File: src/cgtp_pkg.sv
package cgtp_pkg;

    // Field widths
    localparam int COORD_W   = 12;
    localparam int CHAN_W    = 8;
    localparam int CFG_W     = 13;
    localparam int CFG_IDX_W = 1;
    localparam int FRAC_W    = 16;

    // Register indexes on the config port
    localparam logic [CFG_IDX_W-1:0] REG_IMAGE_WIDTH  = 1'b0;
    localparam logic [CFG_IDX_W-1:0] REG_IMAGE_HEIGHT = 1'b1;

    localparam logic [CFG_W-1:0] RESET_DIM = 13'd1024;

    // Hue step is never below 2^3
    localparam int HUE_STEP_MIN_LOG = 3;

    // Hue sectors of the HSV wheel
    localparam logic [2:0] SEC_RED_YEL = 3'd0;
    localparam logic [2:0] SEC_YEL_GRN = 3'd1;
    localparam logic [2:0] SEC_GRN_CYN = 3'd2;
    localparam logic [2:0] SEC_CYN_BLU = 3'd3;
    localparam logic [2:0] SEC_BLU_MAG = 3'd4;
    localparam logic [2:0] SEC_MAG_RED = 3'd5;

    // Checker tints: cell size 2^log, add on even / odd cells
    localparam int TINT_LOG_A = 0;
    localparam int TINT_LOG_B = 2;
    localparam int TINT_LOG_C = 5;
    localparam int TINT_LOG_D = 7;
    localparam logic [7:0] TINT_EVEN_A = 8'd7;
    localparam logic [7:0] TINT_EVEN_B = 8'd12;
    localparam logic [7:0] TINT_EVEN_C = 8'd17;
    localparam logic [7:0] TINT_EVEN_D = 8'd38;
    localparam logic [7:0] TINT_ODD_A  = 8'd3;
    localparam logic [7:0] TINT_ODD_B  = 8'd6;
    localparam logic [7:0] TINT_ODD_C  = 8'd8;
    localparam logic [7:0] TINT_ODD_D  = 8'd19;

    // Grid lines every 32 pixels
    localparam int         GRID_LOG = 5;
    localparam logic [7:0] GRID_ADD = 8'd63;

    // Total brightening of a pixel; all adds are positive, so one final
    // saturation equals saturating after each add.
    function automatic logic [7:0] tint_total(input logic [COORD_W-1:0] col,
                                              input logic [COORD_W-1:0] row);
        logic [7:0] sum;
        sum = 8'd0;
        sum = sum + ((col[TINT_LOG_A] ^ row[TINT_LOG_A]) ? TINT_ODD_A : TINT_EVEN_A);
        sum = sum + ((col[TINT_LOG_B] ^ row[TINT_LOG_B]) ? TINT_ODD_B : TINT_EVEN_B);
        sum = sum + ((col[TINT_LOG_C] ^ row[TINT_LOG_C]) ? TINT_ODD_C : TINT_EVEN_C);
        sum = sum + ((col[TINT_LOG_D] ^ row[TINT_LOG_D]) ? TINT_ODD_D : TINT_EVEN_D);
        if (col[GRID_LOG-1:0] == '0 || row[GRID_LOG-1:0] == '0) begin
            sum = sum + GRID_ADD;
        end
        return sum;
    endfunction

endpackage

File: src/cgtp_pix_in_if.sv
interface cgtp_pix_in_if;
    logic                          valid;
    logic                          ready;
    logic [cgtp_pkg::COORD_W-1:0]  column;
    logic [cgtp_pkg::COORD_W-1:0]  row;

    modport source (output valid, output column, output row, input ready);
    modport sink   (input valid, input column, input row, output ready);
endinterface

File: src/cgtp_pix_out_if.sv
interface cgtp_pix_out_if;
    logic                         valid;
    logic                         ready;
    logic [cgtp_pkg::CHAN_W-1:0]  red;
    logic [cgtp_pkg::CHAN_W-1:0]  green;
    logic [cgtp_pkg::CHAN_W-1:0]  blue;

    modport source (output valid, output red, output green, output blue, input ready);
    modport sink   (input valid, input red, input green, input blue, output ready);
endinterface

File: src/color_grid_test_pattern_unit.sv
// Channel   Dir  Handshake         Fields
// i_pix     in   valid / ready     column[11:0], row[11:0]
// o_pix     out  valid / ready     red[7:0], green[7:0], blue[7:0]
// i_cfg     in   i_cfg_we          i_cfg_idx (0 width, 1 height), i_cfg_data[12:0]
//
// One pixel per clock sustained while o_pix is not stalled; twelve register
// stages. Most of the depth is the hue divide: 28 restoring steps, four per
// stage over seven stages, with the brightness divide running alongside.
// Synchronous active-low reset clears all valid bits and sets both dimensions
// to 1024. Each stage moves on when it is empty or the stage after it moves,
// so bubbles close up and i_pix.ready only drops when all stages hold an item
// and o_pix is stalled.
module color_grid_test_pattern_unit #(
    parameter int MAX_DIM = 4096
) (
    input  logic                            i_clk,
    input  logic                            i_rst_n,
    input  logic                            i_cfg_we,
    input  logic [cgtp_pkg::CFG_IDX_W-1:0]  i_cfg_idx,
    input  logic [cgtp_pkg::CFG_W-1:0]      i_cfg_data,
    cgtp_pix_in_if.sink                     i_pix,
    cgtp_pix_out_if.source                  o_pix
);

    localparam int COORD_W = cgtp_pkg::COORD_W;
    localparam int FRAC_W  = cgtp_pkg::FRAC_W;
    localparam int CHAN_W  = cgtp_pkg::CHAN_W;
    localparam int WW      = $clog2(MAX_DIM + 1);
    localparam int HW      = $clog2(10 * MAX_DIM + 1);
    localparam int DW      = $clog2(MAX_DIM + 4 * ((1 << COORD_W) - 1) + 1);
    localparam int HNUM_W  = COORD_W + FRAC_W;
    localparam int SPS     = 4;
    localparam int DS      = HNUM_W / SPS;
    localparam int ST_A    = DS + 1;
    localparam int ST_B    = DS + 2;
    localparam int ST_C    = DS + 3;
    localparam int ST_O    = DS + 4;
    localparam int NST     = DS + 5;

    // Config registers
    logic [cgtp_pkg::CFG_W-1:0] r_width;
    logic [cgtp_pkg::CFG_W-1:0] r_height;

    always_ff @(posedge i_clk) begin
        if (!i_rst_n) begin
            r_width  <= cgtp_pkg::RESET_DIM;
            r_height <= cgtp_pkg::RESET_DIM;
        end else if (i_cfg_we) begin
            case (i_cfg_idx)
                cgtp_pkg::REG_IMAGE_WIDTH:  r_width  <= i_cfg_data;
                cgtp_pkg::REG_IMAGE_HEIGHT: r_height <= i_cfg_data;
                default: ;
            endcase
        end
    end

    // Pipeline control: valid bits and per-stage advance
    logic [NST-1:0] r_vld;
    logic [NST-1:0] w_rdy;
    logic           w_in_acc;
    logic           w_out_acc;

    always_comb begin
        w_rdy[NST-1] = !r_vld[NST-1] || o_pix.ready;
        for (int k = NST - 2; k >= 0; k--) begin
            w_rdy[k] = !r_vld[k] || w_rdy[k+1];
        end
    end

    assign i_pix.ready = w_rdy[0];
    assign w_in_acc    = i_pix.valid && w_rdy[0];
    assign w_out_acc   = r_vld[NST-1] && o_pix.ready;

    always_ff @(posedge i_clk) begin
        if (!i_rst_n) begin
            r_vld <= '0;
        end else begin
            if (w_rdy[0]) begin
                r_vld[0] <= i_pix.valid;
            end
            for (int k = 1; k < NST; k++) begin
                if (w_rdy[k]) begin
                    r_vld[k] <= r_vld[k-1];
                end
            end
        end
    end

    // Stage 0: clamp dimensions, quantize column, set up both divides and the tint
    logic [WW-1:0]      w_w_eff;
    logic [WW-1:0]      w_h_eff;
    logic [WW-1:0]      w_q8;
    logic [COORD_W-1:0] w_keep;
    logic [HW-1:0]      w_h10;
    logic [DW-1:0]      w_dnum;

    always_comb begin
        if (r_width == '0) begin
            w_w_eff = WW'(1);
        end else if (32'(r_width) > 32'(MAX_DIM)) begin
            w_w_eff = WW'(MAX_DIM);
        end else begin
            w_w_eff = WW'(r_width);
        end
        if (r_height == '0) begin
            w_h_eff = WW'(1);
        end else if (32'(r_height) > 32'(MAX_DIM)) begin
            w_h_eff = WW'(MAX_DIM);
        end else begin
            w_h_eff = WW'(r_height);
        end
    end

    // Hue step is the smallest power of two >= max(width/8, 8); a column bit
    // survives when its weight is at least that step.
    assign w_q8 = w_w_eff >> 3;

    always_comb begin
        for (int j = 0; j < COORD_W; j++) begin
            w_keep[j] = (j >= cgtp_pkg::HUE_STEP_MIN_LOG) && ((32'd1 << j) >= 32'(w_q8));
        end
    end

    assign w_h10  = HW'({w_h_eff, 3'b000}) + HW'({w_h_eff, 1'b0});
    assign w_dnum = DW'(w_h_eff) + DW'({i_pix.row, 2'b00});

    // Divide stages: index 0 is the capture stage
    logic [COORD_W-1:0] r_colq [DS+1];
    logic [WW-1:0]      r_w    [DS+1];
    logic [WW-1:0]      r_hr   [DS+1];
    logic [FRAC_W-1:0]  r_hq   [DS+1];
    logic [HW-1:0]      r_h10  [DS+1];
    logic [HW-1:0]      r_vr   [DS+1];
    logic [FRAC_W-1:0]  r_vq   [DS+1];
    logic               r_vsat [DS+1];
    logic [7:0]         r_tint [DS+1];

    always_ff @(posedge i_clk) begin
        if (w_rdy[0]) begin
            r_colq[0] <= i_pix.column & w_keep;
            r_w[0]    <= w_w_eff;
            r_hr[0]   <= '0;
            r_hq[0]   <= '0;
            r_h10[0]  <= w_h10;
            r_vr[0]   <= HW'(w_dnum);
            r_vq[0]   <= '0;
            r_vsat[0] <= 32'(w_dnum) >= 32'(w_h10);
            r_tint[0] <= cgtp_pkg::tint_total(i_pix.column, i_pix.row);
        end
    end

    // Each divide stage does four restoring steps of hue = colq*2^16 / W
    // (low 16 quotient bits kept) and, in the first stages, of the
    // brightness fraction (H + 4*row) / (10*H).
    genvar s;
    generate
        for (s = 1; s <= DS; s++) begin : g_div
            logic [WW-1:0]     n_hr;
            logic [FRAC_W-1:0] n_hq;
            logic [HW-1:0]     n_vr;
            logic [FRAC_W-1:0] n_vq;

            always_comb begin
                logic [HNUM_W-1:0] num;
                logic [WW:0]       ht;
                logic [HW:0]       vt;
                num  = {r_colq[s-1], FRAC_W'(0)};
                n_hr = r_hr[s-1];
                n_hq = r_hq[s-1];
                n_vr = r_vr[s-1];
                n_vq = r_vq[s-1];
                for (int t = 0; t < SPS; t++) begin
                    ht = {n_hr, num[HNUM_W-1-((s-1)*SPS+t)]};
                    if (ht >= {1'b0, r_w[s-1]}) begin
                        n_hr = WW'(ht - {1'b0, r_w[s-1]});
                        n_hq = {n_hq[FRAC_W-2:0], 1'b1};
                    end else begin
                        n_hr = WW'(ht);
                        n_hq = {n_hq[FRAC_W-2:0], 1'b0};
                    end
                    if ((s - 1) * SPS + t < FRAC_W) begin
                        vt = {n_vr, 1'b0};
                        if (vt >= {1'b0, r_h10[s-1]}) begin
                            n_vr = HW'(vt - {1'b0, r_h10[s-1]});
                            n_vq = {n_vq[FRAC_W-2:0], 1'b1};
                        end else begin
                            n_vr = HW'(vt);
                            n_vq = {n_vq[FRAC_W-2:0], 1'b0};
                        end
                    end
                end
            end

            always_ff @(posedge i_clk) begin
                if (w_rdy[s]) begin
                    r_colq[s] <= r_colq[s-1];
                    r_w[s]    <= r_w[s-1];
                    r_hr[s]   <= n_hr;
                    r_hq[s]   <= n_hq;
                    r_h10[s]  <= r_h10[s-1];
                    r_vr[s]   <= n_vr;
                    r_vq[s]   <= n_vq;
                    r_vsat[s] <= r_vsat[s-1];
                    r_tint[s] <= r_tint[s-1];
                end
            end
        end
    endgenerate

    // Stage A: hue * 6 gives sector and in-sector fraction; value saturates
    logic [FRAC_W+2:0] w_x6;
    logic [2:0]        r_sec_a;
    logic [FRAC_W-1:0] r_f_a;
    logic [FRAC_W-1:0] r_v_a;
    logic [7:0]        r_tint_a;

    assign w_x6 = (FRAC_W+3)'({r_hq[DS], 2'b00}) + (FRAC_W+3)'({r_hq[DS], 1'b0});

    always_ff @(posedge i_clk) begin
        if (w_rdy[ST_A]) begin
            r_sec_a  <= w_x6[FRAC_W+2:FRAC_W];
            r_f_a    <= w_x6[FRAC_W-1:0];
            r_v_a    <= r_vsat[DS] ? '1 : r_vq[DS];
            r_tint_a <= r_tint[DS];
        end
    end

    // Stage B: falling and rising ramps
    logic [2*FRAC_W-1:0] w_prod_t;
    logic [2*FRAC_W:0]   w_prod_q;
    logic [2:0]          r_sec_b;
    logic [FRAC_W-1:0]   r_v_b;
    logic [FRAC_W-1:0]   r_cq_b;
    logic [FRAC_W-1:0]   r_ct_b;
    logic [7:0]          r_tint_b;

    assign w_prod_t = (2*FRAC_W)'(r_v_a) * (2*FRAC_W)'(r_f_a);
    assign w_prod_q = (2*FRAC_W+1)'(r_v_a)
                    * (2*FRAC_W+1)'((FRAC_W+1)'(1 << FRAC_W) - {1'b0, r_f_a});

    always_ff @(posedge i_clk) begin
        if (w_rdy[ST_B]) begin
            r_sec_b  <= r_sec_a;
            r_v_b    <= r_v_a;
            r_ct_b   <= w_prod_t[2*FRAC_W-1:FRAC_W];
            r_cq_b   <= w_prod_q[2*FRAC_W-1:FRAC_W];
            r_tint_b <= r_tint_a;
        end
    end

    // Stage C: pick channels by sector, scale to bytes (c*255 >> 16)
    logic [FRAC_W-1:0] w_c0;
    logic [FRAC_W-1:0] w_c1;
    logic [FRAC_W-1:0] w_c2;
    logic [CHAN_W-1:0] r_red_c;
    logic [CHAN_W-1:0] r_grn_c;
    logic [CHAN_W-1:0] r_blu_c;
    logic [7:0]        r_tint_c;

    always_comb begin
        case (r_sec_b)
            cgtp_pkg::SEC_RED_YEL: begin w_c0 = r_v_b;  w_c1 = r_ct_b; w_c2 = '0;     end
            cgtp_pkg::SEC_YEL_GRN: begin w_c0 = r_cq_b; w_c1 = r_v_b;  w_c2 = '0;     end
            cgtp_pkg::SEC_GRN_CYN: begin w_c0 = '0;     w_c1 = r_v_b;  w_c2 = r_ct_b; end
            cgtp_pkg::SEC_CYN_BLU: begin w_c0 = '0;     w_c1 = r_cq_b; w_c2 = r_v_b;  end
            cgtp_pkg::SEC_BLU_MAG: begin w_c0 = r_ct_b; w_c1 = '0;     w_c2 = r_v_b;  end
            default:               begin w_c0 = r_v_b;  w_c1 = '0;     w_c2 = r_cq_b; end
        endcase
    end

    function automatic logic [CHAN_W-1:0] to_byte(input logic [FRAC_W-1:0] c);
        logic [FRAC_W+CHAN_W-1:0] p;
        p = {c, CHAN_W'(0)} - (FRAC_W+CHAN_W)'(c);
        return p[FRAC_W+CHAN_W-1:FRAC_W];
    endfunction

    always_ff @(posedge i_clk) begin
        if (w_rdy[ST_C]) begin
            r_red_c  <= to_byte(w_c0);
            r_grn_c  <= to_byte(w_c1);
            r_blu_c  <= to_byte(w_c2);
            r_tint_c <= r_tint_b;
        end
    end

    // Output stage: add tints and grid, saturate at 255
    function automatic logic [CHAN_W-1:0] sat_add(input logic [CHAN_W-1:0] a,
                                                  input logic [7:0]        b);
        logic [CHAN_W:0] sum;
        sum = (CHAN_W+1)'(a) + (CHAN_W+1)'(b);
        return sum[CHAN_W] ? '1 : sum[CHAN_W-1:0];
    endfunction

    logic [CHAN_W-1:0] r_red_o;
    logic [CHAN_W-1:0] r_grn_o;
    logic [CHAN_W-1:0] r_blu_o;

    always_ff @(posedge i_clk) begin
        if (w_rdy[ST_O]) begin
            r_red_o <= sat_add(r_red_c, r_tint_c);
            r_grn_o <= sat_add(r_grn_c, r_tint_c);
            r_blu_o <= sat_add(r_blu_c, r_tint_c);
        end
    end

    assign o_pix.valid = r_vld[ST_O];
    assign o_pix.red   = r_red_o;
    assign o_pix.green = r_grn_o;
    assign o_pix.blue  = r_blu_o;

    // Items in flight change only by accepts and deliveries
    a_item_count: assert property (@(posedge i_clk) disable iff (!i_rst_n)
        $past(i_rst_n) |-> $countones(r_vld) == $past($countones(r_vld))
            + ($past(w_in_acc) ? 1 : 0) - ($past(w_out_acc) ? 1 : 0))
        else $error("pipeline lost or duplicated an item");

    // Back-pressure reaches the input only when every stage is occupied
    a_stall_full: assert property (@(posedge i_clk) disable iff (!i_rst_n)
        !w_rdy[0] |-> &r_vld)
        else $error("input stalled with a bubble in the pipeline");

    // Hue below 1.0 always gives a sector of at most five
    a_sector: assert property (@(posedge i_clk) disable iff (!i_rst_n)
        r_vld[ST_B] |-> (r_sec_b <= cgtp_pkg::SEC_MAG_RED))
        else $error("hue sector out of range");

endmodule
File: src/flat_wrapper.sv
// flat-port wrapper written by rule: the top's interface ports become plain ports
module color_grid_test_pattern_unit_flat 
#(
    parameter int MAX_DIM = 4096
)
  (i_clk, i_rst_n, i_cfg_we, i_cfg_idx, i_cfg_data, i_pix_valid, i_pix_column, i_pix_row, i_pix_ready, o_pix_valid, o_pix_red, o_pix_green, o_pix_blue, o_pix_ready);
  cgtp_pix_in_if i_pix_i ();
  cgtp_pix_out_if o_pix_i ();
  input  logic i_clk;
  input  logic i_rst_n;
  input  logic i_cfg_we;
  input  logic [cgtp_pkg::CFG_IDX_W-1:0] i_cfg_idx;
  input  logic [cgtp_pkg::CFG_W-1:0] i_cfg_data;
  input wire logic [$bits(i_pix_i.valid)-1:0] i_pix_valid;
  input wire logic [$bits(i_pix_i.column)-1:0] i_pix_column;
  input wire logic [$bits(i_pix_i.row)-1:0] i_pix_row;
  output wire logic [$bits(i_pix_i.ready)-1:0] i_pix_ready;
  output wire logic [$bits(o_pix_i.valid)-1:0] o_pix_valid;
  output wire logic [$bits(o_pix_i.red)-1:0] o_pix_red;
  output wire logic [$bits(o_pix_i.green)-1:0] o_pix_green;
  output wire logic [$bits(o_pix_i.blue)-1:0] o_pix_blue;
  input wire logic [$bits(o_pix_i.ready)-1:0] o_pix_ready;
  assign i_pix_i.valid = i_pix_valid;
  assign i_pix_i.column = i_pix_column;
  assign i_pix_i.row = i_pix_row;
  assign i_pix_ready = i_pix_i.ready;
  assign o_pix_valid = o_pix_i.valid;
  assign o_pix_red = o_pix_i.red;
  assign o_pix_green = o_pix_i.green;
  assign o_pix_blue = o_pix_i.blue;
  assign o_pix_i.ready = o_pix_ready;
  color_grid_test_pattern_unit #(.MAX_DIM(MAX_DIM)) u_core (.i_clk(i_clk), .i_rst_n(i_rst_n), .i_cfg_we(i_cfg_we), .i_cfg_idx(i_cfg_idx), .i_cfg_data(i_cfg_data), .i_pix(i_pix_i), .o_pix(o_pix_i));
endmodule
File: config.mk
export PLATFORM = sky130hd
export DESIGN_NAME = color_grid_test_pattern_unit_flat
export DESIGN_NICKNAME = d
export VERILOG_FILES = /design/src/cgtp_pkg.sv /design/src/cgtp_pix_in_if.sv /design/src/cgtp_pix_out_if.sv /design/src/color_grid_test_pattern_unit.sv /design/src/flat_wrapper.sv
export SDC_FILE = /design/constraint.sdc
export NUM_CORES = 2
export LEC_CHECK = 0
export BUFFER_PORTS_ARGS = -buffer_cell sky130_fd_sc_hd__buf_2
export CORE_MARGIN = 4
export CORE_UTILIZATION = 55
export CTS_CLUSTER_DIAMETER = 40
export DETAILED_ROUTE_END_ITERATION = 8
export PLACE_DENSITY = 0.71
export SKIP_CTS_REPAIR_TIMING = 1
export SYNTH_ARGS = -nofsm -noshare
export SYNTH_HDL_FRONTEND = slang
export SYNTH_SLANG_ARGS = --single-unit
File: constraint.sdc
create_clock -name i_clk -period 31.1 [get_ports i_clk]
set_input_delay 3.11 -clock i_clk [delete_from_list [all_inputs] [get_ports i_clk]]
set_output_delay 3.11 -clock i_clk [all_outputs]
set_load 0.005 [all_outputs]
==> impl_metrics.py <==
metrics = {
    "finish": {
        "final_area_um2": 79280,
        "layout-drive-gt1-share_pct": 8.772,
        "diodes": 0,
        "area_growth_pct": 7.978,
        "nNetsFinal": 9099,
    },
    "timing": {
        "max_slew.worst_pin.slew_ns": 1.137,
        "rsz0062_at_grt": "false",
        "max_slew_margin_pct": 23.92,
        "fin_skew_ns": 0.03205,
        "hold_viol_final": 0,
        "fmax_mhz": 82.70,
        "timing.final.crit_period_ns": 12.09,
        "maxSlewViolCount": 0,
        "setup_ws_ns": 19.01,
        "setup_viol": 0,
        "holdWs_ns": 0.3962,
        "setup_tns_ns": 0,
        "fin_crit_sh_pct": 38.88,
    },
    "global_route": {
        "grt_pass1_vias": 56113,
        "antenna_found_initial": 1,
        "track_usage_pct": 25.10,
        "grt_max_degree": 101,
        "grt.overflow.total": 0,
        "grt_first_pass_wirelength_mm": 289.6,
    },
    "worst_setup_path": {
        "path_delay_family": "compound AO/OA/AOI/OAI gates",
        "crit_buf_inv": 3,
        "cpMaxStageDelayCell": "a21oi_1",
        "endpoint_kind": "flop",
        "worstPathRequired_ns": 31.56,
        "crit_type": "reg -> reg",
        "critical_path.max_fanout": 19,
        "worstSetupStartpointType": "flop",
        "max_stage_delay_ns": 0.71,
        "crit_arrival_ns": 12.56,
    },
    "yosys": {
        "ys.flop_type": "edfxtp_1",
        "synthesis.area_um2": 73430,
        "yosysUniqueCellTypes": 112,
        "ys_async_sr_fraction_pct": 0,
        "ys_seq_elements": 697,
        "synth_cells": 7766,
        "avgSynthCellArea_um2": 9.455,
        "yosysSeqAreaShare_pct": 27.99,
        "syn_nets": 9078,
        "synth_warnings": 0,
        "synth_edf_count": 659,
    },
    "drt": {
        "drc": 0,
        "wl_per_cell_um": 18.47,
        "num_vias": 56710,
        "drtIter0Drc": 3946,
        "firstDrtPassIters": 7,
        "routed_wl_mm": 177.9,
        "ant_nets": 0,
        "viasPerCell": 5.888,
    },
    "placed_design": {
        "dpl.hpwl_mm": 139.4,
        "io_buffers": 68,
        "routabilityCongestion": 0.9285,
        "preCtsSetupSlack_ns": 19.12,
        "placed_area_um2": 75610,
    },
    "outcome": {
        "status": "finished, final reports clean",
    },
    "floorplan": {
        "fp.coreArea_um2": 132100,
        "fp.dieArea_um2": 139400,
        "dieHeight_um": 373.4,
        "die_w_um": 373.4,
        "rows": 133,
        "ios": 69,
        "start_util_pct": 55.57,
    },
    "clock_tree": {
        "cts_max_level": 3,
        "clk_pin_slew_ns": 0.06,
        "clock-sinks": 697,
        "root_buffer": "clkbuf_16",
        "clock_path_buffers": 3,
        "cts_tree": "yes",
        "numCtsBuffers": 102,
        "worstSkewPairLatency_ns": 0.72,
    },
    "run": {
        "cap_violations": 0,
    },
    "min_path": {
        "hold_path.class": "reg -> reg",
    },
}
==> cells by family after synthesis <==
| group | count (synthesis) | synth area share (%) |
|---|---|---|
| AND/OR/NAND/NOR | 2191 | 14.17 |
| AO/OA/AOI/OAI | 1700 | 15.37 |
| adder cells (fa/ha/maj) | 1269 | 25.65 |
| buffers and inverters | 1054 | 5.545 |
| flip-flops | 697 | 27.99 |
| XOR/XNOR | 523 | 6.238 |
| multiplexers | 332 | 5.042 |
==> placed cells by master (no fill, tap or decap), drive strengths merged, types with 195 or more instances in the layout <==
master,n
a21oi,479
inv,863
nor2,526
ha,875
edfxtp,659
and2,195
mux2,260
nand2,726
xnor2,338
o21ai,365
fa,394
==> final cells by class <==
cell class	instances	area, um^2
well taps	1755	2196
clock inverters	75	991.0
multi-input cells	6015	48860
inverters	830	3118
fillers	11153	52840
clock buffers	119	2686
repair buffers	141	888.4
flip-flops and latches	697	20550
==> worst register-to-register path: cells and delay by family (launching register included) <==
kind | cells | cell delay (ns)
muxes | 4 | 1.55
buffers and inverters | 3 | 0.68
and+or+nand+nor | 1 | 0.19
adders and majority gates | 4 | 1.31
AOI/OAI and AO/OA | 24 | 7.69
DFF | 1 | 0.38
==> flip-flops by register name, summed over array words and instances, names as in the netlist, 15 cells and up <==
register	flops
u_core.r_v_a	16
u_core.r_ct_b	16
u_core.r_f_a	15
u_core.r_vq	88
u_core.r_tint	64
u_core.r_colq	15
u_core.r_hr	78
u_core.r_hq	40
u_core.r_cq_b	16
u_core.r_v_b	16
u_core.r_vr	60
u_core.r_w	91
u_core.r_h10	58
==> final timing paths <==
| path | to | slack [ns] | depth (start not counted) | startpoint |
|---|---|---|---|---|
| hold reg to reg | u_core.r_tint[3][3] | 0.40 | 0 | u_core.r_tint[2][3] |
| setup reg to reg | u_core.r_vr[1][3] | 19.01 | 36 | u_core.r_h10[0][5] |
| setup / recovery | u_core.r_vr[1][3] | 19.01 | 36 | u_core.r_h10[0][5] |
| hold / removal | u_core.r_tint[3][3] | 0.40 | 0 | u_core.r_tint[2][3] |
==> stage by stage <==
step / utilization (%) / cells
2_1_floorplan: - / 7766
3_3_place_gp: 57.22 / 9438
3_5_place_dp: 57.22 / 9438
4_1_cts: 60.01 / 9632
5_1_grt: 60.01 / 9632
6_report: 60.01 / 9632
==> cells in the mapped netlist (all sizes together), types with 54 or more instances <==
master | instances | area share [%]
a21boi | 54 | 0.55
a21o | 177 | 1.8
a21oi | 479 | 3.3
and2 | 195 | 1.7
buf | 66 | 0.49
clkbuf | 158 | 0.81
edfxtp | 659 | 27
fa | 394 | 11
ha | 875 | 15
inv | 827 | 4.2
mux2 | 260 | 4.0
mux2i | 72 | 1.0
nand2 | 726 | 3.7
nand2b | 92 | 0.78
nand3 | 97 | 0.67
nor2 | 526 | 2.7
nor2b | 137 | 1.2
nor3 | 158 | 1.1
o21a | 121 | 1.2
o21ai | 365 | 2.5
o21bai | 65 | 0.67
xnor2 | 338 | 4.0
xor2 | 185 | 2.2
==> metal layers <==
metal  part of all wire, %  up-vias  routed length (um)  global-route usage [%]
met2                    49     1466               86830                   43.83
met3                   4.9      318                8667                   2.995
met5                     0        -                   0                       0
li1                      -    27406                   -                       -
met1                    43    27520               76650                   32.48
met4                   3.2        0                5779                   8.086
Power is not shown: default switching activity piles up to over one toggle a cycle in this logic, so the estimate is an artifact.
